File: config.mk
export PLATFORM = sky130hd
export DESIGN_NAME = png_unf_pred
export DESIGN_NICKNAME = d
export VERILOG_FILES = /design/src/hw/rtl/png_unf_pkg.sv /design/src/hw/rtl/png_unf_pred.sv
export SDC_FILE = /design/constraint.sdc
export NUM_CORES = 1
export LEC_CHECK = 0
export BUFFER_PORTS_ARGS = -buffer_cell sky130_fd_sc_hd__buf_2
export CAP_MARGIN = 30
export CELL_PAD_IN_SITES_DETAIL_PLACEMENT = 2
export CELL_PAD_IN_SITES_GLOBAL_PLACEMENT = 2
export CORE_MARGIN = 1.5
export CORE_UTILIZATION = 30
export DETAILED_ROUTE_END_ITERATION = 16
export GPL_TIMING_DRIVEN = 0
export PLACE_DENSITY = 0.8
export SLEW_MARGIN = 20
export SYNTH_ARGS = -nofsm -noshare
export SYNTH_HDL_FRONTEND = slang
export SYNTH_SLANG_ARGS = --single-unit
File: constraint.sdc
create_clock -name vclk -period 6.7
set_input_delay 0.67 -clock vclk [all_inputs]
set_output_delay 0.67 -clock vclk [all_outputs]
set_load 0.02 [all_outputs]
File: src/hw/rtl/png_unf_pkg.sv
// shared types and constants of the png scanline unfilter
package png_unf_pkg;

    // configuration register indexes
    localparam int CFG_IDX_W  = 1;
    localparam int CFG_DATA_W = 14;
    localparam logic [CFG_IDX_W-1:0] REG_ROW_BYTES = 1'd0;
    localparam logic [CFG_IDX_W-1:0] REG_BPP       = 1'd1;

    // png filter type codes
    typedef logic [2:0] t_filter;
    localparam t_filter FLT_NONE  = 3'd0;
    localparam t_filter FLT_SUB   = 3'd1;
    localparam t_filter FLT_UP    = 3'd2;
    localparam t_filter FLT_AVG   = 3'd3;
    localparam t_filter FLT_PAETH = 3'd4;

    // operation carried by an item into the reconstruct stage
    typedef logic [1:0] t_op;
    localparam t_op OP_CLR  = 2'd0;
    localparam t_op OP_DATA = 2'd1;
    localparam t_op OP_ERR  = 2'd2;

    typedef struct packed {
        t_op        op;
        t_filter    filter;
        logic [1:0] ch;
        logic       last;
        logic       first_row;
    } t_item;

endpackage

File: src/hw/rtl/png_unf_pred.sv
// filter predictor: none, sub, up, average and paeth
module png_unf_pred (
    input  png_unf_pkg::t_filter i_filter,
    input  logic [7:0]           i_a,
    input  logic [7:0]           i_b,
    input  logic [7:0]           i_c,
    output logic [7:0]           o_pred
);

    logic [8:0]        w_sum;
    logic signed [9:0] w_pa;
    logic signed [9:0] w_pb;
    logic signed [9:0] w_pc;
    logic [9:0]        w_da;
    logic [9:0]        w_db;
    logic [9:0]        w_dc;
    logic [7:0]        w_paeth;

    assign w_sum = {1'b0, i_a} + {1'b0, i_b};

    // p - a = b - c, p - b = a - c, p - c = a + b - 2c
    assign w_pa = $signed({2'b00, i_b}) - $signed({2'b00, i_c});
    assign w_pb = $signed({2'b00, i_a}) - $signed({2'b00, i_c});
    assign w_pc = w_pa + w_pb;
    assign w_da = w_pa[9] ? 10'(-w_pa) : 10'(w_pa);
    assign w_db = w_pb[9] ? 10'(-w_pb) : 10'(w_pb);
    assign w_dc = w_pc[9] ? 10'(-w_pc) : 10'(w_pc);

    always_comb begin
        if (w_da <= w_db && w_da <= w_dc) begin
            w_paeth = i_a;
        end else if (w_db <= w_dc) begin
            w_paeth = i_b;
        end else begin
            w_paeth = i_c;
        end
    end

    always_comb begin
        case (i_filter)
            png_unf_pkg::FLT_SUB:   o_pred = i_a;
            png_unf_pkg::FLT_UP:    o_pred = i_b;
            png_unf_pkg::FLT_AVG:   o_pred = w_sum[8:1];
            png_unf_pkg::FLT_PAETH: o_pred = w_paeth;
            default:                o_pred = 8'd0;
        endcase
    end

endmodule

==> results.ini, run 1 <==
[sta]
drv_slew=0
hold_ws_ns=1.832
fin_ws_ns=-0.1075
min_period_ns=6.807
relSlewSlack_pct=57.24
tightest_slew_ns=0.6385
final.period_utilization_pct=101.6
setup_viol=3
fmax_mhz=146.9
hold_viol=0

[floorplan]
core_um2=9196
rows=35
dieArea_um2=10060
die_w_um=100.3
die_h_um=100.3
io_pins=35
start_util_pct=30.87

[power]
power_density_nw_per_um2=317.4
peakVddDrop_v=0.00008508
total_power_uw=1224
leakage_uw=0.001790

[layout]
nFlopsAndLatches=0
syn_to_final_growth_pct=35.79
layout.nets=539
final_util_pct=41.92
fillers=1031
seq_area_um2=0
n_antenna_cell=0
nClkBuffers=0
drive_gt1_share_pct=32.51

[synthesis]
synth_seq_area_share_pct=0
ys_types=54
synth_area_um2=2839
synth_cells=378
yosysWarningCount=0
avgSynthCellArea_um2=7.511

[drt]
ant_nets=0
drtIter0Drc=159
num_vias=3322
avgViaCountPerCell=5.964
drc=0
drt-wirelength-per-cell_um=24.40
routed_wl_um=13590
dr.pass1.iters=4

[global_routing]
grt_first_pass_wirelength_um=16860
antenna_found_initial=0
grt_util_met3_pct=0.3482
use_met2_pct=39.04
track_usage_pct=20.75
busiest_layer=met2
grt_pass1_vias=3332
grt_use_met1_pct=26.74
gr-total-overflow=0
grt_max_degree=11

[place]
dpl.hpwl_um=8715
globalplace.congestion=0.8152
pre_cts_slack_ns=-0.8948
io_buffers=33

[worst_setup_path]
crit_arrival_ns=6.14
critical_path.max_fanout=10
worst-setup-path-type=primary input to output port
setup.worst_path.start_class=primary input
cp-end-kind=output port
worst_ep_required_time_ns=6.03

[min_path]
hold-path-cell-count=4
hold_path.class=primary input to output port

[status]
status=complete, but fails checks
violations=negative setup slack

[run]
cap_violations=0

==> worst max-delay path: stages <==
cell      delay, ns
buf_2          0.11
inv_1          0.10
ha_4           0.16
inv_1          0.07
fa_2           0.45
a211oi_4       0.37
o21ai_0        0.18
o211ai_1       0.35
inv_1          0.18
ha_4           0.23
nor4b_2        0.49
a21o_1         0.27
o31ai_2        0.10
xor2_1         0.18
buf_4          0.15
ha_1           0.29
nand4_1        0.17
nor2_1         0.31
a21oi_1        0.13
o211ai_1       0.16
a22o_4         0.31
nor2_1         0.09
a211oi_1       0.30
a211o_1        0.15
buf_2          0.16
==> cells by family after synthesis <==
group / share of synthesized area [%]
AOI/OAI and AO/OA: 28.16
and+or+nand+nor: 17.41
adders and majority gates: 30.01
xor gates and xnor gates: 13.44
buffers and inverters: 5.068
muxes: 5.641
other: 0.2645
==> cell type report <==
class	count	area [µm²]	area share (%)
tap	111	138.9	3.603
buffer	4	16.27	0.4219
inverter	32	125.1	3.246
multi-input combinational	342	3098	80.36
timing repair buffer	68	476.7	12.37
==> cells in the final DEF (no fill, tap or decap), types with 4 or more instances in the layout <==
cell type / instances
conb_1: 4
xor2_1: 12
o22ai_1: 5
ha_4: 8
a22oi_1: 8
o21a_1: 9
buf_2: 28
nor2b_1: 6
nand2_1: 19
nor2_1: 29
ha_1: 52
o221ai_1: 4
mux2i_1: 7
buf_4: 35
xnor2_2: 4
o21bai_1: 5
inv_2: 5
xnor2_1: 19
mux2_2: 6
a21o_1: 14
a21oi_2: 9
o21ai_0: 13
nand4_1: 8
a21oi_1: 18
inv_1: 25
or2_2: 5
nand3_1: 5
==> what timing repair did <==
item | in CTS | in global routing
hold buffers | 0 | 0
pin swaps | 7 | 43
gates resized for setup | 27 | 62
buffers inserted | 6 | 29
endpoints found under the setup margin | 8 | 8
==> path summary, 6_finish.rpt <==
kind	start	end	slack, ns
setup / recovery	i_b[0]	o_pred[6]	-0.11
hold / removal	i_b[7]	o_pred[7]	1.83
==> Yosys cell counts, types with 6 or more instances <==
cell | count | area share, %
a21o_1 | 14 | 3.7
a21oi_1 | 28 | 4.9
a22oi_1 | 8 | 2.1
ha_1 | 60 | 26
inv_1 | 32 | 4.2
mux2_2 | 8 | 3.2
mux2i_1 | 7 | 2.5
nand2_1 | 20 | 2.6
nand4_1 | 8 | 1.8
nor2_1 | 32 | 4.2
nor2b_1 | 7 | 1.5
o21a_1 | 9 | 2.4
o21ai_0 | 16 | 2.8
o21bai_1 | 6 | 1.6
o221ai_1 | 6 | 1.9
xnor2_1 | 24 | 7.4
xor2_1 | 15 | 4.6
==> per-stage QoR <==
step / setup TNS [ns] / std cells / area (µm²)
after detailed placement: -6.893 / 524 / 3157
after global placement: -6.641 / 524 / 3151
final: -0.1540 / 557 / 3855
after global routing: -1.600 / 557 / 3855
after floorplan: 0 / 380 / 2846
after CTS: 0 / 528 / 3336
==> report_power, final <==
group / leakage, µW / switching (µW) / internal, µW / total, µW
Sequential: 0 / 0 / 0 / 0
Combinational: 0.00179 / 681 / 543 / 1220
Clock: 0 / 0 / 0 / 0
==> metal layers <==
layer  wire length, µm  vias up  part of all wire (%)
li1                  -     1528                     -
met1              5713     1688                    42
met2              7079       79                    52
met3               450       27                   3.3
met4               346        0                   2.5
met5                 0        -                     0
Note: power is estimated with default switching activity, not from simulation.
==> run 2, diff against run 1 <==
CELL_PAD_IN_SITES_DETAIL_PLACEMENT = 1   (was 2)
CELL_PAD_IN_SITES_GLOBAL_PLACEMENT = 1   (was 2)
PLACE_DENSITY = 0.68   (was 0.8)
==> run 2 against run 1 <==
Net effect:
- the flow now finishes without violations
- non-clock buffer count down 15
- sequential share of layout area unchanged
- total power fell by 15%
- combinational power decreased by 15%
- sequential cell count did not move
==> results.ini, run 2 (synthesized netlist as in run 1, its figures left out) <==
[sta]
min_period_ns=6.512
tightest_slew_ns=0.6787
setup_viol=0
tns_ns=0
hold_ws_ns=1.833
fmax_mhz=153.6
drv_slew=0
relSlewSlack_pct=54.34
final.period_utilization_pct=97.19
hold_viol=0
fin_ws_ns=0.1883

[global_routing]
gr-total-overflow=0
antenna_found_initial=0
grt_first_pass_wirelength_um=14840
grt_pass1_vias=3076
grt_max_degree=11
track_usage_pct=18.05

[power]
power_density_nw_per_um2=292.9
peakVddDrop_v=0.00009200
leakage_uw=0.001684
total_power_uw=1039

[layout]
final_common_cell=ha_1
layout.nets=524
seq_area_um2=0
drive_gt1_share_pct=25.29
final_cell_mix=ha_1 (57), buf_2 (32), nor2_1 (29), inv_1 (28), a21oi_1 (24)
syn_to_final_growth_pct=24.99
nFlopsAndLatches=0
n_antenna_cell=0
nClkBuffers=0
postLayoutCellArea_um2=3548

[worst_setup_path]
worst-setup-path-type=primary input to output port
worst_ep_required_time_ns=6.03
crit_arrival_ns=5.84
cp-end-kind=output port
setup.worst_path.start_class=primary input
critical_path.max_fanout=8

[drt]
dr.pass1.iters=4
num_vias=2989
avgViaCountPerCell=5.515
routed_wl_um=9065
drc=0
drt-wirelength-per-cell_um=16.73
ant_nets=0
drtIter0Drc=141

[floorplan]
die_w_um=100.3
core_um2=9196
io_pins=35
rows=35
start_util_pct=30.87
dieArea_um2=10060
die_h_um=100.3

[place]
io_buffers=33
pre_cts_slack_ns=-0.7230
dpl-instance-area_um2=3157
dpl.hpwl_um=7617
globalplace.congestion=0.8315

[min_path]
worstHoldStart=i_b[7]
hold_path.class=primary input to output port
hold-path-cell-count=4
worstHoldEndpoint=o_pred[7]

[run]
cap_violations=0

[clock_network]
hold_buffers=0

[status]
status=complete, no violations

-- run 2: changes by cell type in the layout (fill, tap and decap cells not counted), moves of 4 or more --
cell     previous run  this run
ha_1               52        57
a21oi_1            18        24
a21oi_2             9         3
buf_4              35        20
ha_4                8         1
buf_2              28        32
-- run 2: worst max-delay path by stage --
stage	cells after the start	startpoint	to	slack (ns)
after floorplan	20	i_c[1]	o_pred[2]	0.37
after CTS	26	i_a[0]	o_pred[4]	0.006
final	26	i_a[0]	o_pred[4]	0.19
after detailed placement	28	i_b[0]	o_pred[7]	-0.72
after global placement	28	i_b[0]	o_pred[1]	-0.80
after global routing	26	i_a[0]	o_pred[4]	-0.04
-- run 2: cell type report --
type                            instances  area [µm²]
Fill cell                            1149        5648
Multi-Input combinational cell        342        2943
Timing Repair Buffer                   53       330.3
Tap cell                              111       138.9
Inverter                               32       120.1
Buffer                                  4       16.27
-- run 2: power breakdown --
group | internal (µW) | total, µW | leakage [µW] | switching, µW
clock | 0 | 0 | 0 | 0
sequential | 0 | 0 | 0 | 0
combinational | 481 | 1040 | 0.00168 | 558
total | 481 | 1040 | 0.00168 | 558
-- run 2: critical path: stages --
cell and delay, ns:
buf_2 0.12, inv_1 0.08, ha_2 0.19, inv_1 0.06, fa_2 0.58, inv_2 0.07
fa_2 0.40, inv_1 0.06, a21o_1 0.12, a21oi_2 0.08, maj3_2 0.32, maj3_2 0.39
a21oi_1 0.24, xor2_1 0.27, xor2_1 0.15, ha_1 0.32, nand4_1 0.18, nor2_2 0.17
a21oi_1 0.07, o211a_1 0.17, a31oi_4 0.18, buf_12 0.15, mux2_2 0.33, mux2i_1 0.15
o221ai_1 0.13, buf_4 0.19
-- run 2: layer usage --
layer  up-vias  GRT usage, %  part of all wire (%)
met1      1446         23.89                    47
met5         -             0                     0
li1       1501             -                     -
met2        32         33.59                    51
met3        10        0.2786                   1.1
met4         0         2.275                   1.7
-- run 2: what timing repair did --
item / CTS / global route
buffers inserted: 6 / 14
pin swaps: 3 / 22
gates resized for setup: 19 / 31
setup endpoints to repair: 8 / 8
-- run 2: stage by stage --
step,std cells,util [%]
3_3_place_gp,524,34.26
6_report,542,38.59
2_1_floorplan,380,-
5_1_grt,542,38.59
4_1_cts,528,35.77
3_5_place_dp,524,34.33
